===== config.mk =====
export PLATFORM = sky130hd
export DESIGN_NAME = sepc_div
export DESIGN_NICKNAME = d
export VERILOG_FILES = /design/src/rtl/sepc_pkg.sv /design/src/rtl/sepc_div.sv
export SDC_FILE = /design/constraint.sdc
export NUM_CORES = 1
export LEC_CHECK = 0
export BUFFER_PORTS_ARGS = -buffer_cell sky130_fd_sc_hd__buf_2
export CELL_PAD_IN_SITES_DETAIL_PLACEMENT = 1
export CELL_PAD_IN_SITES_GLOBAL_PLACEMENT = 1
export CORE_UTILIZATION = 47
export DETAILED_ROUTE_END_ITERATION = 10
export PLACE_DENSITY_LB_ADDON = 0.1
export SLEW_MARGIN = 20
export SYNTH_ARGS = -nofsm -noshare
export SYNTH_HDL_FRONTEND = slang
export SYNTH_SLANG_ARGS = --single-unit

===== constraint.sdc =====
create_clock -name i_clk -period 3.79 [get_ports i_clk]
set_input_delay 0.758 -clock i_clk [delete_from_list [all_inputs] [get_ports i_clk]]
set_output_delay 0.758 -clock i_clk [all_outputs]
set_load 0.03 [all_outputs]

===== src/rtl/sepc_pkg.sv =====
package sepc_pkg;

    localparam int ITER_W  = 16;
    localparam int Z_W     = 32;
    localparam int MAG_W   = 2 * Z_W;
    localparam int FRAC_W  = 16;
    localparam int NORM_W  = 32;
    localparam int L1_W    = $clog2(MAG_W) + FRAC_W;
    localparam int LBIG_W  = 20;
    localparam int LNZ_W   = 19;
    localparam int L2_W    = $clog2(LNZ_W) + FRAC_W;
    localparam int NU_W    = 35;
    localparam int NUM_W   = 33;
    localparam int T_W     = 44;
    localparam int IDX_W   = 11;
    localparam int COL_W   = 8;
    localparam int DIV_STEPS = IDX_W;

    localparam logic [ITER_W-1:0] LIMIT_RESET = 16'd100;
    localparam logic [15:0]       LN2_Q16     = 16'd45426;
    localparam logic [L1_W-1:0]   LOG_BIAS    = L1_W'(48 << FRAC_W);
    localparam logic [10:0]       PAL_LAST    = 11'd1535;

    localparam logic [2:0] SEG_BLUE_UP    = 3'd0;
    localparam logic [2:0] SEG_GREY_UP    = 3'd1;
    localparam logic [2:0] SEG_YELLOW_UP  = 3'd2;
    localparam logic [2:0] SEG_YELLOW_DN  = 3'd3;
    localparam logic [2:0] SEG_FADE       = 3'd4;
    localparam logic [2:0] SEG_BLUE_DN    = 3'd5;

    typedef struct packed {
        logic [ITER_W-1:0] iter;
        logic              kill;
    } t_side;

    typedef struct packed {
        logic [COL_W-1:0] red;
        logic [COL_W-1:0] green;
        logic [COL_W-1:0] blue;
    } t_rgb;

    function automatic t_rgb ramp_color(input logic [IDX_W-1:0] idx);
        t_rgb       c;
        logic [7:0] i;
        logic [7:0] d;
        i = idx[7:0];
        d = 8'd255 - i;
        c = '0;
        case (idx[10:8])
            SEG_BLUE_UP:   c.blue = i;
            SEG_GREY_UP:   begin c.red = i; c.green = i; c.blue = d; end
            SEG_YELLOW_UP: begin c.red = 8'd255; c.green = 8'd255; c.blue = i; end
            SEG_YELLOW_DN: begin c.red = 8'd255; c.green = 8'd255; c.blue = d; end
            SEG_FADE:      begin c.red = d; c.green = d; c.blue = i; end
            SEG_BLUE_DN:   c.blue = d;
            default:       c = '0;
        endcase
        return c;
    endfunction

endpackage


===== src/rtl/sepc_div.sv =====
module sepc_div (
    input  logic                          i_clk,
    input  logic                          i_rst_n,
    input  logic                          i_en,
    input  logic                          i_vld,
    input  logic [sepc_pkg::T_W-1:0]      i_t,
    input  logic                          i_kill,
    input  logic [sepc_pkg::ITER_W-1:0]   i_limit,
    output logic                          o_vld,
    output logic [sepc_pkg::IDX_W-1:0]    o_q,
    output logic                          o_kill
);
    localparam int TW = sepc_pkg::T_W;
    localparam int S  = sepc_pkg::DIV_STEPS;

    logic [26:0]   w_lim1536;
    logic [TW-1:0] w_bound;
    logic [TW-1:0] w_den;

    logic [TW-1:0] r_rem  [0:S];
    logic [S-1:0]  r_q    [0:S];
    logic          r_kill [0:S];
    logic          r_vld  [0:S];

    assign w_lim1536 = {1'b0, i_limit, 10'b0} + {2'b0, i_limit, 9'b0};
    assign w_bound   = TW'({w_lim1536, 16'b0});
    assign w_den     = TW'({i_limit, 16'b0});

    always_ff @(posedge i_clk) begin
        if (!i_rst_n) begin
            r_vld[0] <= 1'b0;
        end else if (i_en) begin
            r_vld[0] <= i_vld;
        end
    end

    always_ff @(posedge i_clk) begin
        if (i_en) begin
            r_rem[0]  <= i_t;
            r_q[0]    <= '0;
            r_kill[0] <= i_kill | (i_t >= w_bound);
        end
    end

    for (genvar j = 0; j < S; j++) begin : g_step
        logic [TW-1:0] w_dk;
        logic          w_ge;
        assign w_dk = w_den << (S - 1 - j);
        assign w_ge = r_rem[j] >= w_dk;

        always_ff @(posedge i_clk) begin
            if (!i_rst_n) begin
                r_vld[j+1] <= 1'b0;
            end else if (i_en) begin
                r_vld[j+1] <= r_vld[j];
            end
        end

        always_ff @(posedge i_clk) begin
            if (i_en) begin
                r_rem[j+1]  <= w_ge ? (r_rem[j] - w_dk) : r_rem[j];
                r_q[j+1]    <= {r_q[j][S-2:0], w_ge};
                r_kill[j+1] <= r_kill[j];
            end
        end
    end

    assign o_vld  = r_vld[S];
    assign o_q    = r_q[S];
    assign o_kill = r_kill[S];

endmodule


; ---- Word level (Yosys, flattened, before mapping)
; Memory sizes are Yosys's and may differ from the RTL's.
; Index checks and enable logic that the tools add are counted.
[word_totals]
in_bits = 65
ramBits = 684
memories = 4
elab_cells = 69
output_inout_bits = 13
ff_bits = 0
[classes]
addsub = 12
mux = 28
bitwise_logic = 13
magnitude_cmp = 12
[memory_table]
columns = memory, words, word_bits, rd, rd_ports_with_merged_regs, wr, line
row1 = r_rem, 12, 44, 11, 0, 12, sepc_div.sv:20  ; logic [TW-1:0] r_rem [0:S];
row2 = r_q, 12, 11, 12, 0, 12, sepc_div.sv:21  ; logic [S-1:0] r_q [0:S];
row3 = r_kill, 12, 1, 12, 0, 12, sepc_div.sv:22  ; logic r_kill [0:S];
row4 = r_vld, 12, 1, 12, 0, 12, sepc_div.sv:23  ; logic r_vld [0:S];
[op_table]
columns = operator, n
row1 = two-way mux 44 bit, 11
row2 = >= comparator 44 x 32 -> 1 bit, 1
row3 = >= comparator 44 x 33 -> 1 bit, 1
row4 = >= comparator 44 x 34 -> 1 bit, 1
row5 = >= comparator 44 x 35 -> 1 bit, 1
row6 = >= comparator 44 x 36 -> 1 bit, 1
row7 = >= comparator 44 x 37 -> 1 bit, 1
row8 = >= comparator 44 x 38 -> 1 bit, 1
row9 = >= comparator 44 x 39 -> 1 bit, 1
row10 = >= comparator 44 x 40 -> 1 bit, 1
row11 = >= comparator 44 x 41 -> 1 bit, 1
row12 = >= comparator 44 x 42 -> 1 bit, 1
row13 = >= comparator 44 x 43 -> 1 bit, 1
row14 = subtractor 44 x 32 -> 44 bit, 1
row15 = subtractor 44 x 33 -> 44 bit, 1
row16 = subtractor 44 x 34 -> 44 bit, 1
row17 = subtractor 44 x 35 -> 44 bit, 1
row18 = subtractor 44 x 36 -> 44 bit, 1
row19 = subtractor 44 x 37 -> 44 bit, 1
row20 = subtractor 44 x 38 -> 44 bit, 1
row21 = subtractor 44 x 39 -> 44 bit, 1
row22 = subtractor 44 x 40 -> 44 bit, 1
row23 = subtractor 44 x 41 -> 44 bit, 1
row24 = subtractor 44 x 42 -> 44 bit, 1
row25 = 3 further kinds, 31

; ---- Depth between registers and ports, before layout
[logic_depth]
depth_word = 4
ltp_mapped = 15
mapped_depth_nobuf = 15

; ---- Worst setup path after synthesis
; OpenSTA, ideal clock, no wires.
[synth_path]
path_kind = input to register
start = input port i_limit[0] (netlist name)
end = memory r_kill[0][0] (data pin)
arrival_time_ns = 3.713
required_time_ns = 3.534
setup_slack_ns = -0.179
path_stages = 15
path_buffers = 0
setup_ns = 0.256
cell_sequence = ha_1 > fa_1 > a21oi_1 > o21ai_0 > a21oi_1 > o21ai_0 > a211oi_1 > o41ai_1 > a21o_1 > a21oi_1 > ha_1 > and4b_1 > a2111oi_0 > o21ai_0 > a41o_1
[synth_lines]
columns = item, line
row1 = from (decl), sepc_div.sv:8  ; input logic [sepc_pkg::ITER_W-1:0] i_limit,
row2 = to (decl), sepc_div.sv:22

==> flow_summary.ini <==
[synth]
netlist.area_leader.share = 0.567
seq_area_frac_synth = 0.568
syn_avg_cell_area_um2 = 12.2
synth_edf_count = 573
synth_cell_type_count = 83
yosys-top-cells-area = edfxtp_1 (57%), ha_1 (8.7%), xnor2_1 (3.3%)
ys_ff_latch = 574
yosys_most_used_dff = edfxtp_1
yosys.area.top_type = edfxtp_1
yosysWarnings = 0
async_flop_share = 0
synth_area_um2 = 30400
syn-num-nets = 2773
synth_cells = 2486

[cells_and_area]
layout_commonest_cell = edfxtp_1
syn_to_final_growth_pct = 20.4
utilization = 0.576
n_antenna_cell = 0
num-nets-final = 3204
drive_gt1_frac = 0.199
final_cell_mix = edfxtp_1 (573), buf_4 (319), ha_1 (207)
final_area_um2 = 36500

[pwr]
total_power_mw = 23.6
p_comb_frac = 0.343
power_frac_seq = 0.395
clockPowerShare = 0.262
p_leak_nw = 14.1
switching_power_mw = 7.61
intPower_mw = 16.0
peakVddDrop_v = 0.000590
pwr_density_cell_nw_per_um2 = 646
p_sw_frac = 0.323

[setup_path]
end_kind = register
cp.required_ns = 4.15
cp_top_family = compound AO/OA/AOI/OAI gates
start_kind = input port
path_cells = buf_8 -> ha_4 -> nand2_2 -> o211ai_1 -> o211ai_1 -> a311oi_1 -> o21a_1 -> o21ai_2 -> buf_4 -> o311a_1 -> ha_1 -> and4b_2 -> a2111oi_4 -> o21ai_1 -> a41o_1
path_buf_inv = 2
crit_fanout = 3
timing.rr.start = r_rem[0][26]
slowest_stage = a311oi_1
timing.rr.end = r_rem[0][70]
ff2ff_setup_slack_ns = 0.43
crit_type = in -> reg
worst_ep_arrival_time_ns = 4.06
crit_path_frequent_cell = o211ai_1
critPathMaxStageDelay_ns = 0.36
r2r.worst_path.cells = 14

[placed_design]
place_congestion = 0.939
io_buffer_count = 77
dp_hpwl_um = 57800
placed_area_um2 = 34300
place_ws_ns = -0.819

[global_route]
antenna_found_initial = 0
grt_remaining_overflow = 0
grt_use_total = 0.232
grt_pass1_wl_um = 121000
grt_max_degree = 139
grt_pass1_vias = 23700

[floorplanning]
num_io_pins = 78
die_h_um = 256
num_rows = 92
die_width_um = 256
start_util = 0.479
core_area_um2 = 63400
dieArea_um2 = 65600

[hold_path]
hp-start = i_t[14]
worstHoldEndpoint = r_rem[0][14]
whs_path_depth = 1
hold_class = in -> reg

[timing]
rsz0062_at_grt = true
max_freq_mhz = 270
setup_slack_ns = 0.0880
slew_headroom = 0.442
hold_viol = 0
tns_ns = 0
setup_violations = 0
finClkSkew_ns = 0.0306
tightest_slew_ns = 0.816
slew_violations = 0
layout_min_cycle_time_ns = 3.70
finalCritPeriodShare = 0.977

[clocking]
clk_path_buf_depth = 3
cts-htree-levels = 3
cts.sinks = 574
clock_latency_ns = 0.62
clk_pin_slew_ns = 0.06
cts_tree = built
cts_root_buffer = clkbuf_16
cts_made_buffers = 66

[route]
ant_nets = 0
firstDrtPassIters = 5
drt-total-wl_um = 75400
avgRoutedWirePerCell_um = 19.8
avgViaCountPerCell = 5.61
drcViolationCount = 0
drt_first_iter_violations = 889
vias = 21400

[flow_run]
max_cap_violations = 0

[outcome]
outcome = finished, final reports clean
==> power by group through the flow <==
| stage | sequential (mW) | combinational (mW) | clock (mW) |
|---|---|---|---|
| 6_report | 9.32 | 8.09 | 6.18 |
| 5_1_grt | 9.44 | 8.99 | 6.54 |
| 4_1_cts | 9.32 | 8.09 | 6.36 |
| 3_5_place_dp | 9.44 | 8.00 | 0 |
| 3_3_place_gp | 9.36 | 7.62 | 0 |
| 2_1_floorplan | 9.14 | 5.30 | 0 |
==> cells in the mapped netlist (5+ instances only) <==
master / n
a311oi_1: 7
nand4_1: 37
a21o_1: 58
a211oi_1: 24
inv_1: 97
mux2_2: 36
and2_1: 10
xnor2_1: 114
a2111oi_0: 9
o41ai_1: 5
a211o_1: 6
nor4_1: 64
or4_1: 14
clkbuf_1: 28
xor2_1: 69
nand3_1: 36
a21oi_1: 172
o31ai_1: 17
fa_1: 11
nor2_1: 153
a31oi_1: 16
o2111ai_1: 9
or2_2: 16
nor3_1: 68
o21bai_1: 13
nand4b_1: 9
o31a_1: 8
a21boi_0: 6
and4_1: 5
buf_4: 12
ha_1: 211
o21a_1: 33
nand2b_1: 29
nor2b_1: 32
or3_1: 27
buf_2: 8
nand2_1: 155
edfxtp_1: 573
o21ai_0: 147
and3_1: 28
nor4b_1: 11
mux2i_1: 8
o211ai_1: 19
==> through the flow <==
step,instances,hold slack [ns]
floorplan,2486,0.400
global placement,3691,0.400
detailed placement,3691,0.405
CTS,3807,0.277
global route,3811,0.299
finish,3811,0.320
==> cells by family (layout without fill, tap and decap cells) <==
group,count (synthesis),after routing,synth area share
compound gates,600,600,0.127
mux,44,44,0.0160
fa+ha+maj,222,222,0.0942
xor+xnor,183,183,0.0528
flops,574,574,0.568
buf+inv,148,627,0.0204
simple gates,715,715,0.123
==> what timing repair did <==
action                                  CTS  global route
pin swaps                                 0            13
hold buffers                              0             0
endpoints found under the hold margin     0             0
buffers inserted                          0             4
resized for setup                         3            27
endpoints found under the setup margin    1             1
==> worst max path at each step <==
stage / from / to / slack (ns) / cells after the start
floorplan: i_limit[0] / r_kill[0][0] / 0.02 / 15
global placement: i_limit[1] / r_kill[0][0] / -0.65 / 16
detailed placement: i_limit[1] / r_kill[0][0] / -0.82 / 16
CTS: i_limit[3] / r_kill[0][0] / 0.05 / 15
global route: i_limit[2] / r_kill[0][0] / -0.07 / 15
finish: i_limit[2] / r_kill[0][0] / 0.09 / 15
==> metal layers <==
layer	vias to the layer above	routed length, um	GRT usage	part of all wire
met3	157	1700	0.0256	0.023
met2	301	41100	0.448	0.54
met4	0	3550	0.114	0.047
met5	-	0	0	0
li1	10400	-	-	-
met1	10500	29100	0.246	0.39
==> registers in the layout, summed over array words and instances (netlist names) <==
name    count
r_kill     12
r_rem     484
r_vld      12
r_q        66
==> final cells by class <==
| cell class | count | area [um^2] |
|---|---|---|
| fill | 6488 | 26900 |
| sequential | 574 | 17200 |
| multi-input combinational | 1764 | 12600 |
| timing repair buffer | 412 | 3140 |
| clock buffer | 81 | 1730 |
| tap | 846 | 1060 |
| clock inverter | 35 | 389 |
| inverter | 99 | 372 |
==> worst register-to-register path, stage by stage, from the launching register on <==
cell and delay (ns):
edfxtp_1 0.42, inv_1 0.11, ha_1 0.20, fa_1 0.22, nor2b_1 0.06, o21a_1 0.18
o21ai_0 0.29, a211oi_1 0.19, o41ai_1 0.59, buf_4 0.21, nand3_1 0.06, buf_4 0.22
buf_4 0.19, nor2_1 0.11, a21oi_1 0.06
Power figures use the tool's default switching activity.
